$ cat config.mk
export PLATFORM = sky130hd
export DESIGN_NAME = i2c_master_register_transfer
export DESIGN_NICKNAME = d
export VERILOG_FILES = /design/src/hdl/i2cm_pkg.sv /design/src/hdl/i2cm_front.sv /design/src/hdl/i2cm_back.sv /design/src/hdl/i2c_master_register_transfer.sv
export SDC_FILE = /design/constraint.sdc
export NUM_CORES = 1
export LEC_CHECK = 0
export BUFFER_PORTS_ARGS = -buffer_cell sky130_fd_sc_hd__buf_4
export CAP_MARGIN = 20
export CORE_MARGIN = 1
export CORE_UTILIZATION = 40
export DETAILED_ROUTE_END_ITERATION = 8
export PLACE_DENSITY = 0.54
export SYNTH_ARGS = -nofsm -noshare
export SYNTH_HDL_FRONTEND = slang
export SYNTH_HIERARCHICAL = 1
export SYNTH_SLANG_ARGS = --single-unit
$ cat constraint.sdc
create_clock -name clk -period 12.36 [get_ports clk]
set_clock_uncertainty 0.15 [all_clocks]
set_input_delay 0 -clock clk [delete_from_list [all_inputs] [get_ports clk]]
set_output_delay 0 -clock clk [all_outputs]
set_load 0.02 [all_outputs]
$ cat src/hdl/i2cm_pkg.sv
package i2cm_pkg;

  localparam int QDepth = 2;
  localparam int QAw    = 1;

  localparam logic [15:0] HalfPeriodReset = 16'd360;

  typedef enum logic [1:0] {
    CMD_TICK   = 2'd0,
    CMD_READ   = 2'd1,
    CMD_WRITE  = 2'd2,
    CMD_SUPPLY = 2'd3
  } cmd_t;

  typedef enum logic [3:0] {
    PH_IDLE    = 4'd0,
    PH_START_A = 4'd1,
    PH_START_B = 4'd2,
    PH_RS_A    = 4'd3,
    PH_RS_B    = 4'd4,
    PH_ADDR_W  = 4'd5,
    PH_REG     = 4'd6,
    PH_ADDR_R  = 4'd7,
    PH_READ    = 4'd8,
    PH_WDATA   = 4'd9,
    PH_WAIT    = 4'd10,
    PH_STOP_A  = 4'd11,
    PH_STOP_B  = 4'd12
  } phase_t;

  // one classified request as it sits in the queue
  typedef struct packed {
    cmd_t       cmd;
    logic [6:0] target;
    logic [7:0] subaddr;
    logic [7:0] length;
    logic [7:0] data_byte;
    logic       sda_in;
  } item_t;

  // one result as it leaves the sequencer
  typedef struct packed {
    logic       scl_out;
    logic       sda_out;
    logic       busy_res;
    logic       want_byte;
    logic [7:0] read_data;
    logic       read_valid;
    logic       read_last;
    logic       done_res;
    logic       failed;
  } res_t;

  // queue head toward the sequencer
  typedef struct packed {
    logic  valid;
    item_t item;
  } qhead_t;

endpackage

$ cat src/hdl/i2cm_front.sv
module i2cm_front (
  input  logic             clk,
  input  logic             rst_n,
  input  logic             in_valid,
  output logic             in_stall,
  input  logic [1:0]       in_mode,
  input  logic [6:0]       in_target,
  input  logic [7:0]       in_subaddr,
  input  logic [7:0]       in_length,
  input  logic [7:0]       in_data_byte,
  input  logic             in_sda_in,
  output i2cm_pkg::qhead_t head,
  input  logic             pop
);
  import i2cm_pkg::*;

  item_t              q_mem_r [QDepth];
  logic [QAw-1:0]     wr_ptr_r, wr_ptr_nxt;
  logic [QAw-1:0]     rd_ptr_r, rd_ptr_nxt;
  logic [QAw:0]       count_r, count_nxt;
  logic               push;
  logic               do_pop;
  item_t              item_in;
  cmd_t               cmd;

  // decode the mode code
  assign cmd = cmd_t'(in_mode);

  assign item_in = '{cmd: cmd, target: in_target, subaddr: in_subaddr,
                     length: in_length, data_byte: in_data_byte, sda_in: in_sda_in};

  assign in_stall = (count_r == (QAw+1)'(QDepth));
  assign push     = in_valid && !in_stall;
  assign do_pop   = pop && (count_r != '0);

  assign head.valid = (count_r != '0);
  assign head.item  = q_mem_r[rd_ptr_r];

  always_comb begin
    wr_ptr_nxt = push   ? wr_ptr_r + 1'b1 : wr_ptr_r;
    rd_ptr_nxt = do_pop ? rd_ptr_r + 1'b1 : rd_ptr_r;
    count_nxt  = count_r + {{QAw{1'b0}}, push} - {{QAw{1'b0}}, do_pop};
  end

  always_ff @(posedge clk) begin
    if (!rst_n) begin
      wr_ptr_r <= '0;
      rd_ptr_r <= '0;
      count_r  <= '0;
    end else begin
      wr_ptr_r <= wr_ptr_nxt;
      rd_ptr_r <= rd_ptr_nxt;
      count_r  <= count_nxt;
    end
  end

  always_ff @(posedge clk) begin
    if (push) begin
      q_mem_r[wr_ptr_r] <= item_in;
    end
  end

endmodule

$ cat src/hdl/i2cm_back.sv
module i2cm_back (
  input  logic             clk,
  input  logic             rst_n,
  input  i2cm_pkg::qhead_t head,
  output logic             pop,
  input  logic             cfg_we,
  input  logic [15:0]      cfg_data,
  output logic             out_valid,
  input  logic             out_stall,
  output i2cm_pkg::res_t   res
);
  import i2cm_pkg::*;

  typedef struct packed {
    phase_t     phase;
    logic [15:0] tick;
    logic [3:0]  bit_idx;
    logic [7:0]  shift;
    logic [7:0]  bytes_left;
    logic [6:0]  target;
    logic [7:0]  regaddr;
    logic        is_read;
    logic        pend_valid;
    logic        scl;
    logic        sda;
    logic        abort;
  } st_t;

  st_t         st_r, st_nxt;
  logic [7:0]  pend_byte_r, pend_byte_nxt;
  logic [15:0] half_period_r;
  logic        out_valid_r;
  res_t        res_r, res_nxt;
  logic [15:0] hp;
  logic        tick_more;
  logic [7:0]  shift_in;
  logic [3:0]  bit_inc;
  logic [7:0]  bl_dec;

  function automatic st_t begin_byte(st_t s, phase_t ph, logic [7:0] v);
    st_t t;
    t         = s;
    t.phase   = ph;
    t.shift   = v;
    t.bit_idx = '0;
    t.tick    = '0;
    t.scl     = 1'b0;
    t.sda     = (ph == PH_READ) ? 1'b1 : v[7];
    return t;
  endfunction

  function automatic st_t go_stop(st_t s, logic fail);
    st_t t;
    t       = s;
    t.phase = PH_STOP_A;
    t.tick  = '0;
    t.scl   = 1'b0;
    t.sda   = 1'b0;
    t.abort = fail;
    return t;
  endfunction

  function automatic st_t after_written(st_t s);
    st_t t;
    t = s;
    if (s.bytes_left == '0) begin
      t = go_stop(s, 1'b0);
    end else begin
      t.phase = PH_WAIT;
      t.tick  = '0;
      t.scl   = 1'b0;
    end
    return t;
  endfunction

  assign pop = head.valid && (!out_valid_r || !out_stall);

  assign hp        = (half_period_r == '0) ? 16'd1 : half_period_r;
  assign tick_more = ({1'b0, st_r.tick} + 17'd1) < {1'b0, hp};
  assign shift_in  = {st_r.shift[6:0], (st_r.phase == PH_READ) ? head.item.sda_in : 1'b0};
  assign bit_inc   = st_r.bit_idx + 4'd1;
  assign bl_dec    = st_r.bytes_left - 8'd1;

  always_comb begin
    st_nxt        = st_r;
    pend_byte_nxt = pend_byte_r;
    res_nxt       = '0;
    case (head.item.cmd)
      CMD_TICK: begin
        if (st_r.phase == PH_IDLE) begin
          st_nxt = st_r;
        end else if (st_r.phase == PH_WAIT) begin
          if (st_r.pend_valid) begin
            st_nxt            = begin_byte(st_r, PH_WDATA, pend_byte_r);
            st_nxt.pend_valid = 1'b0;
          end
        end else if (tick_more) begin
          st_nxt.tick = st_r.tick + 16'd1;
        end else begin
          st_nxt.tick = '0;
          case (st_r.phase)
            PH_START_A: begin
              st_nxt.sda   = 1'b0;
              st_nxt.phase = PH_START_B;
            end
            PH_RS_A: begin
              st_nxt.sda   = 1'b0;
              st_nxt.phase = PH_RS_B;
            end
            PH_START_B: st_nxt = begin_byte(st_nxt, PH_ADDR_W, {st_r.target, 1'b0});
            PH_RS_B:    st_nxt = begin_byte(st_nxt, PH_ADDR_R, {st_r.target, 1'b1});
            PH_STOP_A: begin
              st_nxt.scl   = 1'b1;
              st_nxt.phase = PH_STOP_B;
            end
            PH_STOP_B: begin
              st_nxt.sda        = 1'b1;
              st_nxt.phase      = PH_IDLE;
              st_nxt.pend_valid = 1'b0;
              st_nxt.abort      = 1'b0;
              res_nxt.done_res  = 1'b1;
              res_nxt.failed    = st_r.abort;
            end
            default: begin
              // byte phases: low half then high half with sampling at its end
              if (!st_r.scl) begin
                st_nxt.scl = 1'b1;
              end else begin
                st_nxt.scl = 1'b0;
                if (!st_r.bit_idx[3]) begin
                  st_nxt.shift   = shift_in;
                  st_nxt.bit_idx = bit_inc;
                  if (st_r.phase == PH_READ && st_r.bit_idx == 4'd7) begin
                    res_nxt.read_data  = shift_in;
                    res_nxt.read_valid = 1'b1;
                    res_nxt.read_last  = (st_r.bytes_left == 8'd1);
                  end
                  if (!bit_inc[3]) begin
                    st_nxt.sda = (st_r.phase == PH_READ) ? 1'b1 : shift_in[7];
                  end else if (st_r.phase == PH_READ) begin
                    st_nxt.sda = (st_r.bytes_left == 8'd1);
                  end else begin
                    st_nxt.sda = 1'b1;
                  end
                end else if (st_r.phase == PH_READ) begin
                  st_nxt.bytes_left = bl_dec;
                  if (bl_dec == '0) begin
                    st_nxt = go_stop(st_nxt, 1'b0);
                  end else begin
                    st_nxt = begin_byte(st_nxt, PH_READ, 8'd0);
                  end
                end else if (head.item.sda_in) begin
                  // target did not acknowledge
                  st_nxt = go_stop(st_nxt, 1'b1);
                end else begin
                  case (st_r.phase)
                    PH_ADDR_W: st_nxt = begin_byte(st_nxt, PH_REG, st_r.regaddr);
                    PH_REG: begin
                      if (st_r.is_read) begin
                        st_nxt.phase = PH_RS_A;
                        st_nxt.scl   = 1'b1;
                        st_nxt.sda   = 1'b1;
                      end else begin
                        st_nxt = after_written(st_nxt);
                      end
                    end
                    PH_ADDR_R: begin
                      if (st_r.bytes_left == '0) begin
                        st_nxt = go_stop(st_nxt, 1'b0);
                      end else begin
                        st_nxt = begin_byte(st_nxt, PH_READ, 8'd0);
                      end
                    end
                    default: begin
                      st_nxt.bytes_left = bl_dec;
                      st_nxt            = after_written(st_nxt);
                    end
                  endcase
                end
              end
            end
          endcase
        end
      end
      CMD_SUPPLY: begin
        if (st_r.phase != PH_IDLE && !st_r.is_read && !st_r.pend_valid) begin
          pend_byte_nxt     = head.item.data_byte;
          st_nxt.pend_valid = 1'b1;
        end
      end
      default: begin
        if (st_r.phase == PH_IDLE) begin
          st_nxt.target     = head.item.target;
          st_nxt.regaddr    = head.item.subaddr;
          st_nxt.bytes_left = head.item.length;
          st_nxt.is_read    = (head.item.cmd == CMD_READ);
          st_nxt.pend_valid = 1'b0;
          st_nxt.abort      = 1'b0;
          st_nxt.bit_idx    = '0;
          st_nxt.tick       = '0;
          st_nxt.scl        = 1'b1;
          st_nxt.sda        = 1'b1;
          st_nxt.phase      = PH_START_A;
        end
      end
    endcase
    res_nxt.scl_out   = st_nxt.scl;
    res_nxt.sda_out   = st_nxt.sda;
    res_nxt.busy_res  = (st_nxt.phase != PH_IDLE);
    res_nxt.want_byte = (st_nxt.phase == PH_WAIT) && !st_nxt.pend_valid;
  end

  always_ff @(posedge clk) begin
    if (!rst_n) begin
      st_r          <= '{phase: PH_IDLE, scl: 1'b1, sda: 1'b1, default: '0};
      half_period_r <= HalfPeriodReset;
      out_valid_r   <= 1'b0;
    end else begin
      if (cfg_we) begin
        half_period_r <= cfg_data;
      end
      if (pop) begin
        st_r <= st_nxt;
      end
      if (pop) begin
        out_valid_r <= 1'b1;
      end else if (!out_stall) begin
        out_valid_r <= 1'b0;
      end
    end
  end

  always_ff @(posedge clk) begin
    if (pop) begin
      pend_byte_r <= pend_byte_nxt;
      res_r       <= res_nxt;
    end
  end

  assign out_valid = out_valid_r;
  assign res       = res_r;

endmodule

$ cat src/hdl/i2c_master_register_transfer.sv
// i2c master for register transfers on open-drain scl and sda lines. every request is one
// step of the bus: a clock tick (mode 0) that advances bus timing and brings in the sampled
// sda level, a begin-read (mode 1) or begin-write (mode 2) command that latches device
// address, register address and byte count, or a write byte (mode 3) for the transfer in
// progress. each request gives exactly one result with the line drives, busy, want_byte,
// any received byte with its last flag, and done with a failure flag when the target did
// not acknowledge. a begin while busy is ignored, as is a write byte that has nowhere to go.
// half_period (reset 360, zero acts as one) sets ticks per half scl bit and is written over
// the cfg port; the user must do so only while the block is idle, which it does not enforce;
// cfg_ready is always high. timing: one request per clock while the result is not stalled,
// limited by the sequencer step (a 16-bit count compare and the phase update). a request
// waits in a two-entry input queue and its result is held in the result register; the input
// side keeps taking requests while a result is stalled until the queue fills.
module i2c_master_register_transfer (
  input  logic        clk,
  input  logic        rst_n,
  // request channel
  input  logic        in_valid,
  output logic        in_stall,
  input  logic [1:0]  in_mode,
  input  logic [6:0]  in_target,
  input  logic [7:0]  in_subaddr,
  input  logic [7:0]  in_length,
  input  logic [7:0]  in_data_byte,
  input  logic        in_sda_in,
  // result channel
  output logic        out_valid,
  input  logic        out_stall,
  output logic        out_scl_out,
  output logic        out_sda_out,
  output logic        out_busy_res,
  output logic        out_want_byte,
  output logic [7:0]  out_read_data,
  output logic        out_read_valid,
  output logic        out_read_last,
  output logic        out_done_res,
  output logic        out_failed,
  // half period register write
  input  logic        cfg_valid,
  output logic        cfg_ready,
  input  logic [15:0] cfg_data
);
  import i2cm_pkg::*;

  qhead_t head;
  logic   pop;
  res_t   res;

  // always able to take a register write
  assign cfg_ready = 1'b1;

  // front: decode mode and hold requests in a short queue
  i2cm_front u_front (
    .clk          (clk),
    .rst_n        (rst_n),
    .in_valid     (in_valid),
    .in_stall     (in_stall),
    .in_mode      (in_mode),
    .in_target    (in_target),
    .in_subaddr   (in_subaddr),
    .in_length    (in_length),
    .in_data_byte (in_data_byte),
    .in_sda_in    (in_sda_in),
    .head         (head),
    .pop          (pop)
  );

  // back: bus sequencer, one step per popped request, results into the output register
  i2cm_back u_back (
    .clk       (clk),
    .rst_n     (rst_n),
    .head      (head),
    .pop       (pop),
    .cfg_we    (cfg_valid && cfg_ready),
    .cfg_data  (cfg_data),
    .out_valid (out_valid),
    .out_stall (out_stall),
    .res       (res)
  );

  // result fields
  assign out_scl_out    = res.scl_out;
  assign out_sda_out    = res.sda_out;
  assign out_busy_res   = res.busy_res;
  assign out_want_byte  = res.want_byte;
  assign out_read_data  = res.read_data;
  assign out_read_valid = res.read_valid;
  assign out_read_last  = res.read_last;
  assign out_done_res   = res.done_res;
  assign out_failed     = res.failed;

endmodule

[Word-level counts from Yosys, hierarchy flattened]
Memories as Yosys holds them, arrays and structs flattened. A register that Yosys moved wholly into a read port is not among the register bits.
Index checks and enable logic that the tools add are counted.
Word-level totals
  bits in registers: 105
  RAM bits: 68
  input bits: 55
  output and inout bits: 19
  logic and storage cells: 215
  memories: 1
Memory list
  u_front.q_mem_r: words 2, width 34, rd ports 1, clocked after Yosys merged registers in 1, write ports 1, line i2cm_front.sv:17  | item_t q_mem_r [QDepth];
Operators by class
  $add $sub $neg: 8
  magnitude comparators: 1
  equality and inequality tests: 55
  mux-type cells: 66
  bitwise gates (word level): 6
  reductions and logical operators: 50
Operators by type and width (count)
  $mux 60: 12
  $mux 57: 4
  $pmux 60 s3: 1
  $pmux 52 s3: 1
  $mux 58: 2
  $mux 26: 4
  $pmux 24 s2: 2
  $ne 9x9->1 const B: 6
  $mux 53: 1
  $mux 40: 1
  $ne 10x10->1 const B: 4
  $mux 17: 2
  $mux 16: 2
  $reduce_and 16->1: 2
  $mux 28: 1
  $reduce_bool 4->1: 7
  $mux 24: 1
  $pmux 4 s6: 1
  $eq 4x3->1 const B: 5
  $eq 4x4->1 const B: 5
  $mux 20: 1
  $add 16x1->17 const B: 1
  $lt 17x16->1: 1
  $reduce_and 17->1: 1
  58 further kinds: 118

[Depth between registers and ports, before layout]
Gate-level depths: netlist (run 1).
  depth in word-level cells: 28
  mapped depth: 16
  gate-level depth less buffers: 14

[Hierarchy]
Netlist (run 1), hierarchy kept.
Modules (own cells, without submodules)
  i2cm_back: times used 1, cells an instance 770, area each 6263.5 um2
  i2cm_front: times used 1, cells an instance 133, area each 2845.2 um2
  i2c_master_register_transfer: times used 1, cells an instance 2, area each 11.3 um2

[Worst setup path after synthesis (run 1)]
OpenSTA, ideal clock, no wires.
  path type: register to register
  start point: register u_back/st_r[40] in the netlist's numbering
  end point: register u_back.res_r, in the netlist u_back/res[12] (data pin)
  data arrival time: 3.657 ns
  data required time: 12.040 ns
  setup slack: 8.384 ns
  cell stages (with the launch flop): 16
  buffers on the path: 1
  clock period less this slack: 3.976 ns
  cells stage by stage: dfxtp_1 ha_1 nand3_2 or4_1 clkbuf_1 or3_1 nand2_1 ha_1 a21o_1 nor2_1 o211ai_1 o21a_1 nor3_1 and3_1 o221a_1 nor4bb_4
RTL lines
  start: declaration: line i2cm_back.sv:29  | st_t st_r, st_nxt;
  start signal: assignment: line i2cm_back.sv:223  | st_r <= st_nxt;
  end signal: assignment: line i2cm_back.sv:236  | res_r <= res_nxt;
  end: declaration: line i2cm_back.sv:33  | res_t res_r, res_nxt;

[Worst setup path after layout (run 1)]
  start point: register u_back/st_r[40] in the netlist's numbering
  end point: register u_back/st_r[22] in the netlist's numbering
On the way
  cells in the longest elaborated chain, start to end: 4
  elaborated cells on any way between the ends: 10
Ends and longest elaborated chain
  $add 16x1->17 (*): line i2cm_back.sv:79  | assign tick_more = ({1'b0, st_r.tick} + 17'd1) < {1'b0, hp};
  $lt 17x16->1 (*): line i2cm_back.sv:79
  $ne 5x5->1 (no line), or another cell as far along
  $reduce_and 16->1 (no line) (*)
Every way passes the cells marked *; elsewhere a longest branch is shown, timed or not.
A chain may end at the register's enable or synchronous reset.

==> impl_metrics.yaml, run 1 <==
status:
  outcome: "complete, no violations"
hold_path:
  hold_start: "in_data_byte[6]"
  min_path_type: "input pin to flop"
  holdPathStages: 2
  hold_path_end: "u_front/q_mem_r[1][7]"
global_routing:
  grt_pass1_wl_mm: 39.72
  busiest_layer: "met2"
  track_usage_pct: 21.64
  grt_max_degree: 64
  use_met1_pct: 28.78
  antenna_found_initial: 0
  first_global_vias: 7234
  grt_overflow: 0
  met3_usage_pct: 3.402
  met2_usage_pct: 34.91
timing:
  final.min_clock_period_ns: 4.874
  rsz0062_at_grt: "false"
  tightest_slew_ns: 1.024
  max_freq_mhz: 205.2
  drv_slew: 0
  setup_viol: 0
  period_share_pct: 39.43
  fin_tns_setup_ns: 0
  report.final.hold_viol_count: 0
  fin_ws_ns: 7.486
  maxSlewHeadroom_pct: 31.59
clocking:
  clkLatencyLatePin_ns: 0.43
  cts-buffers-inserted: 17
  tritoncts: "done"
  cts_sinks: 173
  cts_root_buf: "clkbuf_16"
  h-tree-depth: 4
  clk_pin_slew_worst_paths_ns: 0.08
  clockBufferDepth: 2
power_and_ir_drop:
  p_per_area_mw_per_mm2: 201.0
  p_int_mw: 1.358
  p_sw_uw: 883.6
  ir_drop_uv: 93.22
  seqPwrFrac_pct: 35.3
  sw_frac_of_total_pct: 39.41
  clkPwrFrac_pct: 23.8
  p_leak_nw: 4.336
  p_comb_share_pct: 40.9
run:
  cap_violations: 0
synthesis:
  synth-simple-area-share_pct: 17.14
  yosysTopAreaCellShare_pct: 30.29
  syn_nets: 988
  yosysMostFrequentCell: "edfxtp_1"
  syn_inst: 905
  synth_commonest_cells: "92 x edfxtp_1, 82 x nor2_1, 81 x dfxtp_1, 76 x nand2_1, 55 x o21ai_0"
  synth_edf_count: 92
  syn-mean-instance-area_um2: 10.08
  synth_area_mm2: 0.009120
  synth_compound_area_share_pct: 16.74
  async_reset_ff_share_pct: 0
  synth-adder-area-share_pct: 3.841
  yosys_warnings: 6
  yosysSeqAreaShare_pct: 48.07
  synthXorXnorAreaFrac_pct: 1.729
  synthFlopType: "edfxtp_1"
  yosys.area.top_type: "edfxtp_1"
  ys_types: 76
  ys_ff_latch: 173
  synth_top_family_by_area: "simple AND/OR/NAND/NOR gates"
  synthTopCellsByArea: "edfxtp_1 30%, dfxtp_1 18%, mux2_4 4.9%"
  synthMuxAreaShare_pct: 7.518
floorplan:
  die_w_um: 153.0
  core_mm2: 0.02209
  die-height_um: 153.0
  die-area_mm2: 0.02341
  ioPinCount: 74
  rows: 54
  initial_core_util_pct: 41.28
placed_design:
  pre_cts_slack_ns: 7.528
  io_buffers: 72
  place_congestion: 0.9181
  detailed_place_hpwl_mm: 16.64
worst_setup_path:
  worst_r2r_path_depth: 14
  startpoint_type: "flop"
  cpMaxStageDelayCell: "o211ai_1"
  path_cells: "ha_1 > nand3_2 > or4_1 > or3_1 > nand2_1 > ha_1 > a21o_1 > nor2_1 > o211ai_1 > o21ai_0 > nand2_1 > o211ai_1 > mux2i_1 > a21oi_1"
  r2r-start: "u_back/st_r[40]"
  r2r_slack_ns: 7.49
  cp-end-kind: "flop"
  critPathMaxStageDelay_ns: 0.86
  crit_fanout: 17
  crit_start: "u_back/st_r[40]"
  reg2reg_to: "u_back/st_r[22]"
  arrival_ns: 5.02
  path_class: "flop to flop"
  crit_family: "simple AND/OR/NAND/NOR gates"
  worstPathRequired_ns: 12.50
  path_buf_inv: 0
detailed_routing:
  drc: 0
  vias: 7426
  drtAntennaViolNets: 0
  drt_first_pass_iters: 5
  wl_mm: 24.61
  initialDrtViolationCount: 624
  viasPerCell: 5.634
  wl_per_cell_um: 18.67
layout:
  area_growth_pct: 22.31
  finalNetCount: 1108
  antenna_cells: 0
  final_core_utilization_pct: 50.49
  drive_gt1_share_pct: 16.18
==> power groups by stage <==
| stage | Clock, mW | Sequential [mW] | Combinational (mW) |
|---|---|---|---|
| finish | 0.534 | 0.792 | 0.916 |
| floorplan | 0 | 0.815 | 0.626 |
| global route | 0.566 | 0.804 | 0.998 |
| CTS | 0.550 | 0.792 | 0.911 |
| global placement | 0 | 0.802 | 0.891 |
| detailed placement | 0 | 0.805 | 0.883 |
==> worst max-delay path by stage <==
| stage | endpoint | slack [ns] | depth (start not counted) |
|---|---|---|---|
| finish | u_back/st_r[22] | 7.49 | 14 |
| global route | u_back/st_r[23] | 7.12 | 13 |
| global placement | u_back/st_r[22] | 7.68 | 14 |
| detailed placement | u_back/st_r[22] | 7.53 | 14 |
| floorplan | u_back/res[12] | 8.38 | 15 |
| CTS | u_back/st_r[22] | 7.49 | 14 |
==> area by class of cell <==
| type | instances | area (um2) |
|---|---|---|
| repair buffers | 159 | 1379 |
| inverters | 41 | 153.9 |
| clock inverters | 14 | 162.7 |
| flip-flops and latches | 173 | 4385 |
| clock buffers | 18 | 429.2 |
| multi-input cells | 633 | 4294 |
| well taps | 280 | 350.3 |
| fillers | 2008 | 10940 |
==> what timing repair did <==
action / in CTS / in global routing
gates resized for setup: 0 / 0
buffers inserted: 0 / 0
endpoints found under the hold margin: 92 / 0
hold buffers: 74 / 0
==> per-stage QoR <==
step	instances	power, mW	instance area [um2]	hold WS [ns]
6_report	1318	2.242	11150	0.1376
5_1_grt	1318	2.368	11150	0.1303
4_1_cts	1318	2.253	11150	0.1099
3_5_place_dp	1212	1.689	9822	0.03735
3_3_place_gp	1212	1.693	9822	0.03470
2_1_floorplan	905	1.441	9120	-0.05113
==> cells in the final DEF (no fill, tap or decap), types with 10 or more instances in the layout <==
| cell type | Yosys | final |
|---|---|---|
| edfxtp_1 | 92 | 92 |
| buf_4 | 1 | 85 |
| nor2_1 | 82 | 81 |
| dfxtp_1 | 81 | 80 |
| nand2_1 | 76 | 76 |
| dlygate4sd3_1 | 0 | 74 |
| o21ai_0 | 55 | 55 |
| a21oi_1 | 40 | 40 |
| inv_1 | 37 | 37 |
| mux2_4 | 30 | 30 |
| nand3_1 | 29 | 29 |
| ha_1 | 28 | 28 |
| nand4_1 | 27 | 27 |
| o31ai_1 | 20 | 20 |
| and3_1 | 19 | 19 |
| mux2i_1 | 19 | 19 |
| clkbuf_16 | 0 | 17 |
| o211ai_1 | 14 | 14 |
| and2_1 | 14 | 14 |
| nor3_1 | 12 | 12 |
| o21a_1 | 10 | 10 |
| nor4_1 | 10 | 10 |
==> kinds of logic (layout without fill, tap and decap cells) <==
kind of cell,Yosys count,in the layout
simple gates,310,310
compound gates,223,223
flops,173,173
buf+inv,99,232
mux,53,53
fa+ha+maj,28,28
xor+xnor,18,18
other cells,1,1
==> routing by layer <==
layer  vias up  wire length, um
li1       3610                -
met1      3534            11250
met2       227            11490
met3        55             1075
met4         0              794
met5         -                0
==> state kept, by name, indices dropped and copies added, names as in the netlist, named ones only <==
name / cells
u_back/shift_in: 7
u_front/count_r: 2
u_back/pend_byte_r: 8
u_back/st_r: 52
u_back/half_period_r: 16
u_back/out_valid: 1
u_front/rd_ptr_r: 1
u_front/q_mem_r: 68
u_back/res: 16
u_front/wr_ptr_r: 1
No activity file was read; power rests on OpenSTA's default activity.
==> run 2: changes to the inputs <==
--- a/config.mk
+++ b/config.mk
@@ -10,7 +10,7 @@
 export CORE_MARGIN = 1
 export CORE_UTILIZATION = 40
 export DETAILED_ROUTE_END_ITERATION = 8
-export PLACE_DENSITY = 0.54
+export PLACE_DENSITY = 0.56
 export SYNTH_ARGS = -nofsm -noshare
 export SYNTH_HDL_FRONTEND = slang
 export SYNTH_HIERARCHICAL = 1
==> constraint.sdc (replaced) <==
create_clock -name clk -period 4.13 [get_ports clk]
set_clock_uncertainty 0.15 [all_clocks]
set_input_delay 0 -clock clk [delete_from_list [all_inputs] [get_ports clk]]
set_output_delay 0 -clock clk [all_outputs]
set_load 0.02 [all_outputs]
==> impl_metrics.yaml, run 2 (synthesis results as in run 1) <==
power_and_ir_drop:
  total_power_mw: 6.814
  p_leak_nw: 4.486
  ir_drop_uv: 296.9
  p_per_area_mw_per_mm2: 597.7
worst_setup_path:
  crit_fanout: 10
  r2r-start: "u_back/st_r[40]"
  worst_r2r_path_depth: 16
  reg2reg_to: "u_back/res[14]"
  startpoint_type: "flop"
  cpMaxStageDelayCell: "a2111o_1"
  path_cells: "buf_4 > and3_1 > and3_2 > and3_1 > and3_1 > xor2_1 > ha_1 > o2111ai_1 > a31oi_1 > o21a_1 > o21a_2 > o21ai_0 > buf_4 > o21a_1 > a2111o_1 > a21oi_1"
  crit_path_end: "u_back/res[14]"
  crit_family: "compound AO/OA/AOI/OAI gates"
  path_class: "flop to flop"
  path_buf_inv: 2
  worstPathRequired_ns: 4.24
  path_depth: 16
  crit_top_cell: "and3_1"
  r2r_slack_ns: 0.15
  crit_start: "u_back/st_r[40]"
  arrival_ns: 4.09
  cp-end-kind: "flop"
  critPathMaxStageDelay_ns: 0.36
detailed_routing:
  drt_first_pass_iters: 5
  wl_mm: 24.90
  vias: 7561
  drc: 0
  initialDrtViolationCount: 598
  viasPerCell: 5.605
  drtAntennaViolNets: 0
  wl_per_cell_um: 18.46
layout:
  area_growth_pct: 25.01
  layout.cells.most_common_list: "116 x buf_4, 92 x edfxtp_1, 80 x nor2_1"
  final_common_cell: "buf_4"
  finalNetCount: 1139
  largest_reg_flops: 68
  n_fill_cell: 2001
  drive_gt1_share_pct: 19.46
  top_register: "u_front/q_mem_r"
  reg.largest.list: "u_front/q_mem_r (68), u_back/st_r (52)"
  antenna_cells: 0
timing:
  setup_viol: 0
  period_share_pct: 96.38
  drv_slew: 0
  tightest_slew_ns: 0.6895
  rsz0062_at_grt: "true"
  maxSlewHeadroom_pct: 53.97
  report.final.hold_viol_count: 0
  fin_ws_ns: 0.1495
  final.min_clock_period_ns: 3.981
  fin_tns_setup_ns: 0
  max_freq_mhz: 251.2
  holdWs_ns: 0.1379
floorplan:
  die_w_um: 153.0
  initial_core_util_pct: 41.28
  die-height_um: 153.0
  rows: 54
  die-area_mm2: 0.02341
  core_mm2: 0.02209
  ioPinCount: 74
status:
  outcome: "complete, no violations"
hold_path:
  min_path_type: "input pin to flop"
global_routing:
  antenna_found_initial: 0
  first_global_vias: 7330
  track_usage_pct: 21.81
  grt_max_degree: 62
  grt_pass1_wl_mm: 39.80
  grt_overflow: 0
clocking:
  tritoncts: "done"
  clk_pin_slew_worst_paths_ns: 0.07
  h-tree-depth: 4
  cts-buffers-inserted: 17
  cts_sinks: 173
  cts_root_buf: "clkbuf_16"
  clkLatencyLatePin_ns: 0.43
  clockBufferDepth: 2
placed_design:
  io_buffers: 72
  place_congestion: 0.9272
  detailed_place_hpwl_mm: 17.37
  pre_cts_slack_ns: -0.01524
run:
  cap_violations: 0
## run 2: where the power goes
part	leakage, nW	switching [mW]	internal, mW
combinational	2.68	1.71	1.14
sequential	1.52	0.204	2.19
clock	0.280	0.758	0.806
total	4.49	2.68	4.14
## run 2: stage by stage
stage          std cells  instance area, um2  util, %
2_1_floorplan        905                9120        -
3_3_place_gp        1244               10070    45.58
3_5_place_dp        1244               10070    45.58
4_1_cts             1349               11380    51.49
5_1_grt             1349               11400    51.60
6_report            1349               11400    51.60
## run 2: area by class of cell
| cell class | count | area (um2) | share of cell area, % |
|---|---|---|---|
| clock buffers | 18 | 429.2 | 3.764 |
| clock inverters | 14 | 145.1 | 1.273 |
| inverters | 41 | 153.9 | 1.350 |
| multi-input cells | 633 | 4314 | 37.84 |
| flip-flops and latches | 173 | 4387 | 38.48 |
| well taps | 280 | 350.3 | 3.073 |
| repair buffers | 190 | 1622 | 14.22 |
## run 2: metal layers
metal / global-route usage [%] / wire length, um
met1: 29.81 / 11330
met2: 35.06 / 11570
met3: 3.459 / 1494
met4: 7.552 / 512
met5: 0 / 0
## run 2: how the worst min path moves through the flow
stage                     from                     end  slack (ns)  cells after the start
3_3_place_gp     in_subaddr[3]  u_front/q_mem_r[0][20]        0.04                      1
3_5_place_dp     in_subaddr[1]  u_front/q_mem_r[1][18]        0.04                      1
6_report          in_length[2]  u_front/q_mem_r[0][11]        0.14                      2
2_1_floorplan        in_sda_in   u_front/q_mem_r[0][0]       -0.05                      0
4_1_cts           in_length[6]  u_front/q_mem_r[0][15]        0.12                      2
5_1_grt        in_data_byte[1]   u_front/q_mem_r[0][2]        0.13                      2
## run 2: worst register-to-register path, delay by kind of cell (launching register included)
family / cells / cell delay (ns)
xor gates and xnor gates: 1 / 0.29
AOI/OAI and AO/OA: 8 / 1.60
adders and majority gates: 1 / 0.22
buffers and inverters: 2 / 0.35
and+or+nand+nor: 4 / 0.87
DFF: 1 / 0.33
## run 2: repair_timing
| action | 4_1_cts | 5_1_grt |
|---|---|---|
| hold buffers | 73 | 0 |
| cloned | 0 | 0 |
| hold endpoints to repair | 89 | 0 |
| endpoints found under the setup margin | 1 | 48 |
| setup buffers | 0 | 0 |
| resized for setup | 1 | 8 |
==> run 3: changes to the inputs <==
--- a/config.mk
+++ b/config.mk
@@ -5,12 +5,15 @@
 export SDC_FILE = /design/constraint.sdc
 export NUM_CORES = 1
 export LEC_CHECK = 0
+export ABC_AREA = 1
 export BUFFER_PORTS_ARGS = -buffer_cell sky130_fd_sc_hd__buf_4
 export CAP_MARGIN = 20
+export CELL_PAD_IN_SITES_DETAIL_PLACEMENT = 1
+export CELL_PAD_IN_SITES_GLOBAL_PLACEMENT = 2
 export CORE_MARGIN = 1
-export CORE_UTILIZATION = 40
+export CORE_UTILIZATION = 34
 export DETAILED_ROUTE_END_ITERATION = 8
-export PLACE_DENSITY = 0.56
+export PLACE_DENSITY = 0.74
 export SYNTH_ARGS = -nofsm -noshare
 export SYNTH_HDL_FRONTEND = slang
 export SYNTH_HIERARCHICAL = 1
==> impl_metrics.yaml, run 3 <==
synthesis:
  async_reset_ff_share_pct: 0
  synth_edf_count: 92
  synth_compound_area_share_pct: 9.480
  synth_commonest_cells: "256 x nand2_1, 137 x nor2_1, 99 x inv_1, 92 x edfxtp_1, 81 x dfxtp_1"
  synthFlopType: "edfxtp_1"
  synthTopCellsByArea: "edfxtp_1 30%, dfxtp_1 18%, nand2_1 10%"
  synthXorXnorAreaFrac_pct: 1.323
  ys_types: 52
  yosysTopAreaCellShare_pct: 29.82
  yosysSeqAreaShare_pct: 47.32
  synthMuxAreaShare_pct: 5.348
  synth_area_mm2: 0.009265
  yosysMostFrequentCell: "nand2_1"
  ys_ff_latch: 173
  synth-simple-area-share_pct: 25.50
  syn_inst: 1075
  synth_top_family_by_area: "simple AND/OR/NAND/NOR gates"
  yosys_warnings: 6
  syn-mean-instance-area_um2: 8.619
  synth-adder-area-share_pct: 3.781
  syn_nets: 1158
  yosys.area.top_type: "edfxtp_1"
floorplan:
  rows: 60
  die-area_mm2: 0.02791
  core_mm2: 0.02688
  die_w_um: 167.1
  die-height_um: 167.1
  initial_core_util_pct: 34.47
  ioPinCount: 74
worst_setup_path:
  crit_top_cell: "nand2_1"
  crit_path_end: "u_back/st_r[19]"
  worst_r2r_path_depth: 27
  critPathMaxStageDelay_ns: 0.36
  startpoint_type: "flop"
  reg2reg_to: "u_back/st_r[19]"
  cpMaxStageDelayCell: "dfxtp_2"
  r2r-start: "u_back/st_r[40]"
  crit_start: "u_back/st_r[40]"
  arrival_ns: 3.90
  r2r_slack_ns: 0.38
  crit_fanout: 15
  cp-end-kind: "flop"
  path_class: "flop to flop"
  worstPathRequired_ns: 4.28
global_routing:
  grt_pass1_wl_mm: 43.06
  track_usage_pct: 19.88
  antenna_found_initial: 0
  grt_overflow: 0
  first_global_vias: 7998
  grt_max_degree: 41
detailed_routing:
  viasPerCell: 4.894
  initialDrtViolationCount: 359
  vias: 7757
  drc: 0
  drt_first_pass_iters: 5
  wl_per_cell_um: 17.17
  wl_mm: 27.21
  drtAntennaViolNets: 0
power_and_ir_drop:
  p_leak_nw: 4.926
  p_per_area_mw_per_mm2: 657.9
  total_power_mw: 7.642
  ir_drop_uv: 307.0
clocking:
  cts-buffers-inserted: 17
  clockBufferDepth: 2
  cts_root_buf: "clkbuf_16"
  clk_pin_slew_worst_paths_ns: 0.08
  tritoncts: "done"
  cts_sinks: 173
  clkLatencyLatePin_ns: 0.44
  h-tree-depth: 4
timing:
  fin_tns_setup_ns: 0
  rsz0062_at_grt: "false"
  setup_viol: 0
  tightest_slew_ns: 1.016
  max_freq_mhz: 266.8
  report.final.hold_viol_count: 0
  maxSlewHeadroom_pct: 32.11
  drv_slew: 0
  final.min_clock_period_ns: 3.749
  period_share_pct: 90.77
status:
  outcome: "complete, no violations"
hold_path:
  holdPathStages: 3
  hold_start: "cfg_valid"
  min_path_type: "input pin to flop"
layout:
  top_register: "u_front/q_mem_r"
  largest_reg_flops: 68
  layout.cells.most_common_list: "256 x nand2_1, 134 x nor2_1, 99 x inv_1"
  reg.largest.list: "u_front/q_mem_r (68), u_back/st_r (52)"
  finalInstanceArea_mm2: 0.01161
  drive_gt1_share_pct: 19.53
  finalNetCount: 1314
  area_growth_pct: 25.36
  antenna_cells: 0
  final_common_cell: "nand2_1"
placed_design:
  detailed_place_hpwl_mm: 19.48
  io_buffers: 72
  place_congestion: 0.8404
  dpl_cell_area_mm2: 0.01019
run:
  cap_violations: 0
-- run 3: cell count changes in the layout (fill, tap and decap cells not counted), sizes merged, moves of 21 or more --
cell | previous run | this run
nand2 | 77 | 277
buf | 117 | 93
inv | 44 | 124
a21oi | 40 | 69
nor2 | 82 | 149
nand3 | 30 | 51
-- run 3: metal layers --
metal	wire (um)	up-vias	global-route usage, %
met5	0	-	0
met4	281	0	4.750
met3	667	20	2.685
met2	12710	102	32.34
met1	13550	3765	27.84
li1	-	3870	-
-- run 3: worst min path at each step --
stage                              end  slack, ns
2_1_floorplan       u_front/count_r[0]      -0.06
3_3_place_gp     u_front/q_mem_r[0][0]       0.03
3_5_place_dp     u_front/q_mem_r[0][0]       0.04
4_1_cts        u_back/half_period_r[1]       0.07
5_1_grt          u_front/q_mem_r[0][0]       0.12
6_report       u_back/half_period_r[1]       0.09
-- run 3: cell families after synthesis --
kind of cell	count (synthesis)
other	1
DFF	173
buffers and inverters	150
adders and majority gates	28
and+or+nand+nor	519
muxes	34
AOI/OAI and AO/OA	156
xor gates and xnor gates	14
-- run 3: critical path: cells and delay by family (launching register included) --
kind	cells	cell delay, ns
simple gates	15	1.57
compound gates	1	0.10
buf+inv	8	0.85
flops	1	0.36
xor+xnor	1	0.13
fa+ha+maj	2	0.46
-- run 3: cell type report --
| class | instances | area (um2) |
|---|---|---|
| fill | 3170 | 15260 |
| sequential | 173 | 4387 |
| multi-input combinational | 752 | 4248 |
| timing repair buffer | 168 | 1489 |
| inverter | 119 | 454.2 |
| tap | 341 | 426.7 |
| clock buffer | 17 | 425.4 |
| clock inverter | 15 | 185.2 |
-- run 3: through the flow --
| stage | instances | utilization (%) | hold WS, ns | setup WS [ns] |
|---|---|---|---|---|
| detailed placement | 1475 | 37.93 | 0.03746 | 0.2359 |
| CTS | 1581 | 42.96 | 0.06872 | 0.1987 |
| floorplan | 1075 | - | -0.05655 | 0.6867 |
| global route | 1585 | 43.22 | 0.1179 | 0.02707 |
| finish | 1585 | 43.22 | 0.09352 | 0.3813 |
| global placement | 1475 | 37.93 | 0.03441 | 0.3790 |
-- run 3: report_power, final --
group          total (mW)  internal, mW  switching, mW
clock network        1.66         0.829          0.827
registers            2.52          2.24          0.275
logic                3.47          1.18           2.29
-- run 3: what timing repair did --
item                                    CTS  global route
hold buffers                             74             0
endpoints found under the setup margin    0            25
buffers inserted                          0             3
endpoints found under the hold margin   112             0
resized for setup                         0             7
